$ cat src/sv/lgcu_pkg.sv
// Shared types, constants and fixed-point helpers for the LSTM gate and cell update block.
// Used by every module of the block; depends on nothing.
`timescale 1ns / 1ps
`default_nettype none

package lgcu_pkg;

  // Data format: signed Q3.12 in 16 bits.
  localparam int DATA_W = 16;
  localparam int FRAC_W = 12;
  localparam int PROD_W = 2 * DATA_W;
  localparam int SUM_W  = DATA_W + 8;
  localparam int ACT_W  = DATA_W + 2;
  localparam int CLIP_W = DATA_W - 1;
  localparam int CFG_W  = CLIP_W;

  localparam int ONE_Q   = 1 << FRAC_W;
  localparam int SIG_T5  = 5 * ONE_Q;
  localparam int SIG_T2  = (19 * ONE_Q) >> 3;
  localparam int SIG_K27 = (27 * ONE_Q) >> 5;
  localparam int SIG_K5  = (5 * ONE_Q) >> 3;
  localparam int SIG_KH  = ONE_Q >> 1;
  localparam int DMAX    = (1 << (DATA_W - 1)) - 1;
  localparam int DMIN    = -(1 << (DATA_W - 1));

  // Configuration register indexes.
  typedef enum logic [2:0] {
    REG_CLIP_EN   = 3'd0,
    REG_CLIP_LVL  = 3'd1,
    REG_COUPLE    = 3'd2,
    REG_PEEP_EN   = 3'd3,
    REG_GATE_SEL  = 3'd4,
    REG_CAND_SEL  = 3'd5,
    REG_OUT_SEL   = 3'd6,
    REG_UNUSED    = 3'd7
  } reg_idx_t;

  typedef struct packed {
    logic              clip_en;
    logic [CLIP_W-1:0] clip_level;
    logic              couple;
    logic              peep_en;
    logic              gate_sel;
    logic              cand_sel;
    logic              out_sel;
  } cfg_t;

  typedef struct packed {
    logic signed [DATA_W-1:0] in_gate_pre;
    logic signed [DATA_W-1:0] out_gate_pre;
    logic signed [DATA_W-1:0] fgt_gate_pre;
    logic signed [DATA_W-1:0] cand_pre;
    logic signed [DATA_W-1:0] old_cell;
    logic signed [DATA_W-1:0] peep_in;
    logic signed [DATA_W-1:0] peep_out;
    logic signed [DATA_W-1:0] peep_fgt;
    logic                     last_in;
  } in_item_t;

  typedef struct packed {
    logic signed [DATA_W-1:0] new_cell;
    logic signed [DATA_W-1:0] new_hidden;
    logic                     last_out;
  } out_item_t;

  // Saturate a wide sum to the data range.
  function automatic logic signed [DATA_W-1:0] sat_d(input logic signed [SUM_W-1:0] x);
    logic signed [DATA_W-1:0] r;
    if (x > SUM_W'(DMAX)) begin
      r = DATA_W'(DMAX);
    end else if (x < SUM_W'(DMIN)) begin
      r = DATA_W'(DMIN);
    end else begin
      r = x[DATA_W-1:0];
    end
    return r;
  endfunction

  // Round half up and drop the fraction bits of a full product.
  function automatic logic signed [SUM_W-1:0] qround(input logic signed [PROD_W-1:0] p);
    logic signed [PROD_W:0] t;
    t = {p[PROD_W-1], p} + (PROD_W + 1)'(1 << (FRAC_W - 1));
    return SUM_W'(t >>> FRAC_W);
  endfunction

  // Clamp to plus or minus the clip level when clipping is on.
  function automatic logic signed [DATA_W-1:0] clipv(input logic en,
                                                     input logic [CLIP_W-1:0] lvl,
                                                     input logic signed [DATA_W-1:0] x);
    logic signed [DATA_W:0] c;
    logic signed [DATA_W:0] xe;
    logic signed [DATA_W-1:0] r;
    c  = $signed({2'b00, lvl});
    xe = (DATA_W + 1)'(x);
    r  = x;
    if (en) begin
      if (xe > c) begin
        r = c[DATA_W-1:0];
      end else if (xe < -c) begin
        r = DATA_W'(-c);
      end
    end
    return r;
  endfunction

  // Piecewise-linear sigmoid on a widened input.
  function automatic logic signed [ACT_W-1:0] sigm(input logic signed [ACT_W-1:0] x);
    logic [ACT_W-1:0] a;
    logic signed [ACT_W-1:0] y;
    a = x[ACT_W-1] ? ACT_W'(-x) : ACT_W'(x);
    if (a >= ACT_W'(SIG_T5)) begin
      y = ACT_W'(ONE_Q);
    end else if (a >= ACT_W'(SIG_T2)) begin
      y = $signed(a >> 5) + ACT_W'(SIG_K27);
    end else if (a >= ACT_W'(ONE_Q)) begin
      y = $signed(a >> 3) + ACT_W'(SIG_K5);
    end else begin
      y = $signed(a >> 2) + ACT_W'(SIG_KH);
    end
    if (x[ACT_W-1]) begin
      y = ACT_W'(ONE_Q) - y;
    end
    return y;
  endfunction

  // Activation: sigmoid when sel is 0, tanh as 2*sigmoid(2x)-1 when sel is 1.
  function automatic logic signed [DATA_W-1:0] act(input logic sel,
                                                   input logic signed [DATA_W-1:0] x);
    logic signed [ACT_W-1:0] xx;
    logic signed [ACT_W-1:0] s;
    logic signed [ACT_W-1:0] r;
    xx = sel ? ACT_W'($signed({x, 1'b0})) : ACT_W'(x);
    s  = sigm(xx);
    r  = sel ? ((s <<< 1) - ACT_W'(ONE_Q)) : s;
    return sat_d(SUM_W'(r));
  endfunction

endpackage

`default_nettype wire

$ cat src/sv/lgcu_cfg.sv
// Configuration register file of the LSTM gate and cell update block.
// Depends on lgcu_pkg for the register index codes and the cfg_t struct.
`timescale 1ns / 1ps
`default_nettype none

module lgcu_cfg (
  input  wire logic                       clk,
  input  wire logic                       rst_n,
  input  wire logic                       cfg_we,
  input  wire logic [2:0]                 cfg_index,
  input  wire logic [lgcu_pkg::CFG_W-1:0] cfg_wdata,
  output lgcu_pkg::cfg_t                  cfg
);
  import lgcu_pkg::*;

  cfg_t cfg_r;
  cfg_t cfg_nxt;

  // Decode a write into the addressed register; unknown indexes are dropped.
  always_comb begin
    cfg_nxt = cfg_r;
    if (cfg_we) begin
      unique case (reg_idx_t'(cfg_index))
        REG_CLIP_EN:  cfg_nxt.clip_en    = cfg_wdata[0];
        REG_CLIP_LVL: cfg_nxt.clip_level = cfg_wdata[CLIP_W-1:0];
        REG_COUPLE:   cfg_nxt.couple     = cfg_wdata[0];
        REG_PEEP_EN:  cfg_nxt.peep_en    = cfg_wdata[0];
        REG_GATE_SEL: cfg_nxt.gate_sel   = cfg_wdata[0];
        REG_CAND_SEL: cfg_nxt.cand_sel   = cfg_wdata[0];
        REG_OUT_SEL:  cfg_nxt.out_sel    = cfg_wdata[0];
        default:      cfg_nxt            = cfg_r;
      endcase
    end
  end

  always_ff @(posedge clk) begin
    if (!rst_n) begin
      cfg_r.clip_en    <= 1'b0;
      cfg_r.clip_level <= '1;
      cfg_r.couple     <= 1'b0;
      cfg_r.peep_en    <= 1'b0;
      cfg_r.gate_sel   <= 1'b0;
      cfg_r.cand_sel   <= 1'b1;
      cfg_r.out_sel    <= 1'b1;
    end else begin
      cfg_r <= cfg_nxt;
    end
  end

  assign cfg = cfg_r;

endmodule

`default_nettype wire

$ cat config.mk
export PLATFORM = sky130hd
export DESIGN_NAME = lgcu_cfg
export DESIGN_NICKNAME = d
export VERILOG_FILES = /design/src/sv/lgcu_pkg.sv /design/src/sv/lgcu_cfg.sv
export SDC_FILE = /design/constraint.sdc
export NUM_CORES = 1
export LEC_CHECK = 0
export BUFFER_PORTS_ARGS = -buffer_cell sky130_fd_sc_hd__buf_4
export CORE_MARGIN = 8
export CORE_UTILIZATION = 45
export DETAILED_ROUTE_END_ITERATION = 12
export PLACE_DENSITY = 0.76
export SETUP_SLACK_MARGIN = 0.3
export SLEW_MARGIN = 10
export SYNTH_ARGS = -nofsm -noshare
export SYNTH_HDL_FRONTEND = slang
export SYNTH_SLANG_ARGS = --single-unit
$ cat constraint.sdc
create_clock -name clk -period 1.33 [get_ports clk]
set_input_delay 0.3325 -clock clk [delete_from_list [all_inputs] [get_ports clk]]
set_output_delay 0.3325 -clock clk [all_outputs]
set_load 0.005 [all_outputs]
==> run summary, run 1 <==
Layout area overhead: 47.61%
Slew @ Worst Pin: 0.4075 ns
skew final: 0 ns
slowest CP cell: dfxtp_2
CTS tree: done
WP buf/inv: 1
final hold vios: 0
Syn Nets: 113
initial antenna violation count: 0
worst vdd ir: 0.0006732 V
LEAKAGE: 0.5571 nW
area of the multi-input gates: 499.2 um^2
max-slew violations: 0
Reg area: 446.7 um^2
Seq/Total Area, Yosys: 0.4347
CP delay by family, top: flip-flops
largest net degree at the start of global routing: 22
Initial Utilization: 0.4831
Routed WL: 2.147 mm
row cnt: 16
Worst-path clk slew: 0.12 ns
max FFs per register: 21
Detail Placement HPWL: 1.599 mm
CP peak stage delay: 0.35 ns
area leader, netlist: dfxtp_1
top cell type's share of synthesized area: 0.4347
Root Buffer: clkbuf_4
Pwr per Cell Area: 781.8 mW/mm^2
HP Class: in -> reg
Sum Neg Setup Slack: 0 ns
worst path cell trace: buf_6
Slew HR: 0.7246
vias in the first global route: 839
IO Count: 42
Mapped Avg Cell Area: 10.51 um^2
Antenna Violating Nets Remaining: 0
crit path max fanout: 2
cells after synthesis: 92
Mapped Area: 967.2 um^2
via count: 767
layout net count: 156
Avg Vias per Cell: 4.764
Residual DRC: 0
Die W: 62.36 um
Die Y: 62.36 um
RD Place Congestion: 0.8091
WP data arrival: 0.76 ns
crit start category: flip-flop
ranking of synthesized cells by area: dfxtp_1, mux2i_1, nor2b_1
fin cells: 161
fillers: 170
CP Capture Type: output port
1st-iter DRT viols: 12
die area: 0.003889 mm^2
clk sinks: 21
Core Area: 0.002002 mm^2
Num CTS Buffers: 3
CTS Buffer Depth: 2
clk_lat worst skew: 0.29 ns
Pre-Repair DR Iteration Count: 2
Worst Path Class, Setup: reg -> out
Synth cell types: 13
number of synthesized register bits: 21
total of max-cap violations: 0
WP data required: 1.00 ns
Tcrit/Tclk final: 0.8184
synth warn: 0
hold_buf cts: 0
H-tree depth: 1
antenna diode instance count: 0
GRT Total Usage: 0.1116
first-pass GRT wire length: 3.705 mm
drt wl/cell: 13.34 um
Setup-failing EPs final: 0
status: completed
Period minus WS final: 1.088 ns
Placed Cells incl. Taps: 157
unrepaired setup endpoints after global routing: yes
Overflow after GRT: 0
layout cells sized above 1: 0.5149
port bufs: 41
fmax: 0.9187 GHz
-- cell usage in the layout, fill, tap and decap left out, drive strengths merged --
cell,netlist,layout
nor2b,32,32
buf,3,44
nor4bb,1,1
mux2i,21,21
nor4b,1,1
and4bb,2,2
nand2,5,5
clkbuf,3,4
dfxtp,21,21
nand4b,3,3
-- report_power, final --
group          internal (mW)  switching [mW]  leakage, nW
Sequential             0.645         0.00976        0.165
Clock                  0.116           0.180       0.0150
Combinational          0.107          0.0577        0.378
-- synthesized netlist by cell type --
| library cell | n |
|---|---|
| buf_12 | 1 |
| clkbuf_1 | 3 |
| buf_2 | 1 |
| nand2_1 | 5 |
| nor2b_1 | 32 |
| and4bb_2 | 1 |
| and4bb_1 | 1 |
| nand4b_1 | 3 |
| nor4bb_1 | 1 |
| buf_6 | 1 |
| mux2i_1 | 21 |
| dfxtp_1 | 21 |
| nor4b_1 | 1 |
-- per-layer routing --
metal / track usage / up-vias / share of wire
met1: 0.1238 / 348 / 0.45
met5: 0 / - / 0
met3: 0.04480 / 2 / 0.069
li1: - / 394 / -
met4: 0.03419 / 0 / 0.0051
met2: 0.1902 / 23 / 0.48
-- through the flow --
step	power, mW	setup WS (ns)	util	hold WS (ns)	instance area (um^2)
2_1_floorplan	0.7362	0.2443	-	0.4511	969.7
3_3_place_gp	0.8180	0.1328	0.6475	0.4471	1296
3_5_place_dp	0.8216	0.09885	0.6475	0.4506	1296
4_1_cts	1.126	0.2440	0.7131	0.2916	1428
5_1_grt	1.179	0.1981	0.7131	0.2786	1428
6_report	1.116	0.2416	0.7131	0.2956	1428
-- what timing repair did --
action / 4_1_cts / 5_1_grt
endpoints found under the setup margin: 21 / 21
buffers inserted: 0 / 0
gates resized for setup: 42 / 0
-- final timing paths --
check	from	end	slack, ns	cells past startpoint
min	cfg_wdata[3]	cfg[8]	0.30	3
max reg2reg	cfg[7]	cfg[7]	0.69	2
min reg2reg	cfg[4]	cfg[4]	0.47	2
max	cfg[0]	cfg[0]	0.24	1
-- cell families after synthesis --
family        synth area share
flops                   0.4347
simple gates            0.2988
mux                     0.2173
buf+inv                0.04915
-- layout make-up --
type	count	share of cell area
multi-input combinational	65	0.3497
timing repair buffer	44	0.2954
sequential	21	0.3129
clock buffer	4	0.01840
tap	27	0.02366
Note: power is estimated with default switching activity, not from simulation.
==> run 2, diff against run 1 <==
--- a/config.mk
+++ b/config.mk
@@ -5,9 +5,10 @@
 export SDC_FILE = /design/constraint.sdc
 export NUM_CORES = 1
 export LEC_CHECK = 0
+export ABC_AREA = 1
 export BUFFER_PORTS_ARGS = -buffer_cell sky130_fd_sc_hd__buf_4
 export CORE_MARGIN = 8
-export CORE_UTILIZATION = 45
+export CORE_UTILIZATION = 43
 export DETAILED_ROUTE_END_ITERATION = 12
 export PLACE_DENSITY = 0.76
 export SETUP_SLACK_MARGIN = 0.3
==> constraint.sdc (replaced) <==
create_clock -name clk -period 1.1 [get_ports clk]
set_input_delay 0.275 -clock clk [delete_from_list [all_inputs] [get_ports clk]]
set_output_delay 0.275 -clock clk [all_outputs]
set_load 0.005 [all_outputs]
==> run 2 against run 1 <==
Effect of this change: first-iteration DRC count rose by 110%; final cell count rose by 12%; utilization fell by 1.2 points; critical path type unchanged; sequential share of layout area rose by 2.6 points; largest power group unchanged; clock-buffer cell count fell by 1; clock power rose by 27%; clock skew did not move; global-route usage rose by 1.4 points; synthesized area fell by 15%; critical path depth did not move; synthesized cell count rose by 20%; wire length rose by 4.0%.
==> run summary, run 2 <==
antenna diode instance count: 0 (unchanged)
max FFs per register: 21 (unchanged)
Synth top cells by count: nand2_1, nand3_1, dfxtp_1, inv_1, nor2_1 (was nor2b_1, dfxtp_1, mux2i_1, nand2_1)
EDFF count, synth: 0 (unchanged)
combinational cell fraction of total power: 0.161 (was 0.147)
GRT met1 Usage: 0.1352 (was 0.1238)
Sum Neg Setup Slack: 0 ns (unchanged)
design area: 0.001319 mm^2 (was 0.001428 mm^2)
first-pass GRT wire length: 3.477 mm (was 3.705 mm)
total of max-cap violations: 0 (unchanged)
die area: 0.003563 mm^2 (was 0.003889 mm^2)
HP Class: in -> reg (unchanged)
Pre-Repair DR Iteration Count: 4 (was 2)
RD Place Congestion: 0.8016 (was 0.8091)
Tcrit/Tclk final: 0.9496
Avg Vias per Cell: 4.696 (was 4.764)
clk sinks: 21 (unchanged)
Detail Placement HPWL: 1.655 mm (was 1.599 mm)
Seq/Total Area, Yosys: 0.5122 (was 0.4347)
met2 Use GR: 0.2154 (was 0.1902)
Syn Nets: 131 (was 113)
GRT Total Usage: 0.1259 (was 0.1116)
status: completed (unchanged)
Period minus WS final: 1.045 ns
layout cells sized above 1: 0.4870 (was 0.5149)
Worst-path clk slew: 0.13 ns (was 0.12 ns)
Post-synth ARST share: 0 (unchanged)
fillers: 178 (was 170)
NetSw: 359.4 uW (was 247.6 uW)
area leader, netlist: dfxtp_1 (unchanged)
Finished Core Util: 0.7008 (was 0.7131)
Worst Hold Launch: cfg_wdata[2] (was cfg_wdata[3])
Clk network pwr share: 0.266 (about the same)
row cnt: 16 (unchanged)
crit start category: flip-flop (unchanged)
WP data required: 0.82 ns (was 1.00 ns)
worst vdd ir: 0.0006112 V (was 0.0006732 V)
Pwr per Cell Area: 1075 mW/mm^2 (was 781.8 mW/mm^2)
WP buf/inv: 1 (unchanged)
Placed Cells incl. Taps: 175 (was 157)
FF-to-FF Start: cfg[15] (was cfg[7])
prevailing post-synth register cell: dfxtp_1 (unchanged)
largest family of logic cells by synthesized area: simple AND/OR/NAND/NOR gates (unchanged)
WP data arrival: 0.77 ns (was 0.76 ns)
met3 global-route usage: 0.04731 (was 0.04480)
Die Y: 59.69 um (was 62.36 um)
clk_lat worst skew: 0.31 ns (was 0.29 ns)
fmax: 0.9573 GHz
LEAKAGE: 0.6537 nW (was 0.5571 nW)
commonest non-fill, non-tap cell in the layout: nand2_1 (was nor2b_1)
1st-iter DRT viols: 25 (was 12)
Antenna Violating Nets Remaining: 0 (unchanged)
CP delay by family, top: flip-flops (unchanged)
Switching Share: 0.2536 (was 0.2219)
xor-xnor portion of the synthesized cell area: 0 (unchanged)
H-tree depth: 1 (unchanged)
Mapped Area: 820.8 um^2 (was 967.2 um^2)
fin cells: 181 (was 161)
largest net degree at the start of global routing: 22 (unchanged)
initial antenna violation count: 0 (unchanged)
CTS Buffer Depth: 2 (unchanged)
Routed WL: 2.233 mm (was 2.147 mm)
Synth cell types: 14 (was 13)
most frequent cells in the layout: nand2_1, nand3_1, buf_4 (was nor2b_1, buf_4, mux2i_1, dfxtp_2, buf_6)
Slew HR: 0.8252 (was 0.7246)
CP peak stage delay: 0.35 ns (about the same)
Die W: 59.69 um (was 62.36 um)
Synth Area in Simple Gates: 0.3933 (was 0.2988)
max-slew violations: 0 (unchanged)
vias in the first global route: 789 (was 839)
top cell type's share of synthesized area: 0.5122 (was 0.4347)
Slew @ Worst Pin: 0.2612 ns (was 0.4075 ns)
pre-CTS WS: -0.02327 ns (was 0.09885 ns)
CTS tree: done (unchanged)
Num CTS Buffers: 3 (unchanged)
layout net count: 176 (was 156)
Worst Path Class, Setup: reg -> out (unchanged)
Layout area overhead: 60.67% (was 47.61%)
cells after synthesis: 110 (was 92)
WHS: 0.1542 ns (was 0.2956 ns)
Residual DRC: 0 (unchanged)
Initial Utilization: 0.4362 (was 0.4831)
via count: 850 (was 767)
ranking of synthesized cells by area: dfxtp_1, nand2_1, nand3_1 (was dfxtp_1, mux2i_1, nor2b_1)
cell with the most instances after synthesis: nand2_1 (was nor2b_1)
number of synthesized register bits: 21 (unchanged)
Worst Setup SP: cfg[11] (was cfg[0])
post-synthesis mux area share: 0 (was 0.2173)
Root Buffer: clkbuf_4 (unchanged)
final hold vios: 0 (unchanged)
IO Count: 42 (unchanged)
port bufs: 41 (unchanged)
Top Usage Layer GRT: met2 (unchanged)
crit path max fanout: 2 (unchanged)
Setup-failing EPs final: 0 (unchanged)
part of the power in registers: 0.573 (was 0.587)
drt wl/cell: 12.34 um (was 13.34 um)
unrepaired setup endpoints after global routing: yes (unchanged)
slowest CP cell: dfxtp_2 (unchanged)
Int Power: 1.058 mW (was 868.5 uW)
skew final: 0 ns (unchanged)
post-synthesis adder-cell area fraction: 0 (unchanged)
Core Area: 0.001882 mm^2 (was 0.002002 mm^2)
synth warn: 0 (unchanged)
complex-gate fraction of the synthesized area: 0.03049 (was 0)
worst setup margin: 0.05542 ns (was 0.2416 ns)
placed cell area: 0.001151 mm^2 (was 0.001296 mm^2)
Overflow after GRT: 0 (unchanged)
worst path cell trace: buf_6 (unchanged)
total power: 1.417 mW (was 1.116 mW)
CP Capture Type: output port (unchanged)
Mapped Avg Cell Area: 7.462 um^2 (was 10.51 um^2)
## run 2: changes by cell type after synthesis, moves of 3 or more
| cell | previous run | this run |
|---|---|---|
| inv_1 | 0 | 6 |
| nand2_1 | 5 | 40 |
| nor2_1 | 0 | 6 |
| a21oi_1 | 0 | 4 |
| nor2b_1 | 32 | 0 |
| nand3_1 | 0 | 23 |
| mux2i_1 | 21 | 0 |
| nand4b_1 | 3 | 0 |
## run 2: area by class of cell
| cell class | instances | area [um^2] | share of cell area |
|---|---|---|---|
| sequential | 21 | 446.7 | 0.3387 |
| timing repair buffer | 44 | 421.7 | 0.3197 |
| multi-input combinational | 78 | 355.3 | 0.2695 |
| inverter | 7 | 33.78 | 0.02562 |
| tap | 27 | 33.78 | 0.02562 |
| clock buffer | 3 | 22.52 | 0.01708 |
| clock inverter | 1 | 5.005 | 0.003795 |
## run 2: power groups by stage
| stage | Clock [mW] | Sequential (mW) | Combinational [mW] |
|---|---|---|---|
| final | 0.377 | 0.812 | 0.228 |
| after global routing | 0.409 | 0.815 | 0.252 |
| after CTS | 0.379 | 0.812 | 0.227 |
| after detailed placement | 0 | 0.819 | 0.204 |
| after global placement | 0 | 0.818 | 0.202 |
| after floorplan | 0 | 0.820 | 0.0823 |
## run 2: worst paths after layout
kind / to / slack (ns) / depth (start not counted)
max: cfg[11] / 0.06 / 1
min reg2reg: cfg[17] / 0.47 / 2
max reg2reg: cfg[15] / 0.42 / 3
min: cfg[7] / 0.15 / 3
## run 2: cells by family after synthesis
family	count (synthesis)
AOI/OAI and AO/OA	5
buffers and inverters	11
DFF	21
and+or+nand+nor	73
## run 2: what timing repair did
action / in CTS / in global routing
gates resized for setup: 42 / 2
hold buffers: 0 / 0
endpoints found under the setup margin: 22 / 28
cloned: 0 / 0
pin swaps: 1 / 0
setup buffers: 2 / 0
## run 2: routing by layer
metal | wire length, um | share of wire
met5 | 0 | 0
met3 | 175 | 0.078
met4 | 21 | 0.0094
met2 | 1177 | 0.53
met1 | 858 | 0.38
==> run 3, diff against run 2 <==
--- a/config.mk
+++ b/config.mk
@@ -8,9 +8,11 @@
 export ABC_AREA = 1
 export BUFFER_PORTS_ARGS = -buffer_cell sky130_fd_sc_hd__buf_4
 export CORE_MARGIN = 8
-export CORE_UTILIZATION = 43
+export CORE_UTILIZATION = 46
+export CTS_BUF_LIST = sky130_fd_sc_hd__clkbuf_8
 export DETAILED_ROUTE_END_ITERATION = 12
-export PLACE_DENSITY = 0.76
+export GPL_TIMING_DRIVEN = 0
+export PLACE_DENSITY = 0.81
 export SETUP_SLACK_MARGIN = 0.3
 export SLEW_MARGIN = 10
 export SYNTH_ARGS = -nofsm -noshare
==> run 3 against run 2 <==
Effect of this change: wire length is 47% higher; die area fell by 4.8%; sequential share of layout area decreased by 4.5 points; power increased by 15%; maximum frequency rose by 4.6%; clock power rose by 39%; final cell count increased by 5.5%; sequential cell count did not move; via count increased by 17%; clock skew did not move; largest power group unchanged; hold slack better by 0.053 ns.
==> run summary, run 3 (same netlist as run 2, synthesis figures left out) <==
status: completed (unchanged)
CP delay by family, top: flip-flops (unchanged)
H-tree depth: 1 (unchanged)
CP Capture Type: output port (unchanged)
row cnt: 15 (was 16)
1st-iter DRT viols: 60 (was 25)
total of max-cap violations: 0 (unchanged)
WHS: 0.2074 ns (was 0.1542 ns)
largest net degree at the start of global routing: 13 (was 22)
GRT Total Usage: 0.1525 (was 0.1259)
Core Area: 0.001708 mm^2 (was 0.001882 mm^2)
RD Place Congestion: 0.8259 (was 0.8016)
worst vdd ir: 0.0009764 V (was 0.0006112 V)
Placed Cells incl. Taps: 176 (was 175)
Slew @ Worst Pin: 0.3402 ns (was 0.2612 ns)
slowest CP cell: dfxtp_2 (unchanged)
commonest non-fill, non-tap cell in the layout: nand2_1 (unchanged)
Period minus WS final: 0.9986 ns (was 1.045 ns)
flop2flop setup slack: 0.29 ns (was 0.42 ns)
Worst R2R End: cfg[4] (was cfg[15])
Tcrit/Tclk final: 0.9078 (was 0.9496)
clk_lat worst skew: 0.26 ns (was 0.31 ns)
Worst Hold Launch: cfg_wdata[2] (unchanged)
die area: 0.003392 mm^2 (was 0.003563 mm^2)
CP peak stage delay: 0.36 ns (was 0.35 ns)
first-pass GRT wire length: 3.988 mm (was 3.477 mm)
Worst Hold Path EP: cfg[7] (unchanged)
WP buf/inv: 1 (unchanged)
WP data required: 0.82 ns (about the same)
fillers: 75 (was 178)
Detail Placement HPWL: 1.737 mm (was 1.655 mm)
vias in the first global route: 900 (was 789)
layout net count: 188 (was 176)
IO Count: 42 (unchanged)
drt wl/cell: 17.19 um (was 12.34 um)
Initial Utilization: 0.4806 (was 0.4362)
hold_buf cts: 0 (unchanged)
Residual DRC: 0 (unchanged)
clk sinks: 21 (unchanged)
Die Y: 58.24 um (was 59.69 um)
Pwr per Cell Area: 1074 mW/mm^2 (was 1075 mW/mm^2)
CTS Buffer Depth: 2 (unchanged)
Pre-Repair DR Iteration Count: 4 (unchanged)
Layout area overhead: 85.37% (was 60.67%)
via count: 997 (was 850)
crit path max fanout: 2 (unchanged)
HP Class: in -> reg (unchanged)
fmax: 1.001 GHz (was 0.9573 GHz)
Antenna Violating Nets Remaining: 0 (unchanged)
most frequent cells in the layout: nand2_1, buf_6, buf_4 (was nand2_1, nand3_1, buf_4)
crit start category: flip-flop (unchanged)
final hold vios: 0 (unchanged)
max-slew violations: 0 (unchanged)
Num CTS Buffers: 3 (unchanged)
Slew HR: 0.7724 (was 0.8252)
Worst Path Class, Setup: reg -> out (unchanged)
initial antenna violation count: 0 (unchanged)
Overflow after GRT: 0 (unchanged)
antenna diode instance count: 0 (unchanged)
Worst-path clk slew: 0.08 ns (was 0.13 ns)
Root Buffer: clkbuf_8 (was clkbuf_4)
Setup-failing EPs final: 0 (unchanged)
CTS tree: done (unchanged)
Die W: 58.24 um (was 59.69 um)
port bufs: 41 (unchanged)
FF-to-FF Start: cfg[4] (was cfg[15])
layout cells sized above 1: 0.6205 (was 0.4870)
Routed WL: 3.284 mm (was 2.233 mm)
worst path cell trace: buf_6 (unchanged)
Avg Vias per Cell: 5.220 (was 4.696)
WP data arrival: 0.72 ns (was 0.77 ns)
skew final: 0 ns (unchanged)
unrepaired setup endpoints after global routing: yes (unchanged)
LEAKAGE: 0.7357 nW (was 0.6537 nW)
fin cells: 191 (was 181)
r2r worst-path depth: 3 (unchanged)
hold path cells: 3 (unchanged)
max FFs per register: 21 (unchanged)
run 3: cell count changes in the layout (fill, tap and decap cells not counted), moves of 3 or more:
cell / previous run / this run
nand2_1: 39 / 31
nand2_2: 1 / 8
buf_6: 21 / 25
nand3_1: 23 / 19
nand3_2: 0 / 4
buf_4: 22 / 25
buf_8: 0 / 3
clkbuf_4: 3 / 0
clkbuf_8: 0 / 3
run 3: worst max path at each step:
| stage | endpoint | depth (start not counted) | slack [ns] | start |
|---|---|---|---|---|
| final | cfg[12] | 1 | 0.10 | cfg[12] |
| after CTS | cfg[19] | 1 | 0.12 | cfg[19] |
| after global routing | cfg[10] | 1 | 0.09 | cfg[10] |
| after floorplan | cfg[12] | 6 | 0.19 | cfg_we |
| after detailed placement | cfg[19] | 7 | -0.07 | cfg_we |
| after global placement | cfg[11] | 7 | -0.04 | cfg_we |
run 3: repair_timing:
action	CTS	global route
pin swaps	3	4
setup buffers	7	2
endpoints found under the setup margin	31	38
gates resized for setup	43	34
endpoints found under the hold margin	0	0
cloned	0	2
run 3: power by group:
part           internal [mW]  switching (mW)
combinational          0.161           0.133
clock                  0.253           0.273
sequential             0.792          0.0221
total                   1.21           0.428
run 3: per-layer routing:
metal  GRT usage  share of wire
met1      0.1425           0.35
met2      0.2930           0.55
met3     0.05960          0.080
met4     0.04895          0.028
met5           0              0
run 3: layout make-up:
cell class	instances	area (um^2)	area share
plain buffers	4	36.28	0.02385
clock buffers	3	41.29	0.02714
well taps	25	31.28	0.02056
inverters	7	36.28	0.02385
multi-input cells	78	411.6	0.2706
clock inverters	1	5.005	0.003289
repair buffers	52	513.0	0.3372
flip-flops and latches	21	446.7	0.2936
run 3: per-stage QoR:
| step | setup TNS (ns) | power, mW | area (um^2) | setup slack [ns] | utilization |
|---|---|---|---|---|---|
| 6_report | 0 | 1.634 | 1521 | 0.1014 | 0.8908 |
| 5_1_grt | 0 | 1.679 | 1521 | 0.08867 | 0.8908 |
| 3_3_place_gp | -0.3632 | 1.021 | 1167 | -0.04174 | 0.6835 |
| 2_1_floorplan | 0 | 0.9026 | 828.3 | 0.1936 | - |
| 3_5_place_dp | -0.5747 | 1.027 | 1167 | -0.06939 | 0.6835 |
| 4_1_cts | 0 | 1.560 | 1375 | 0.1209 | 0.8051 |
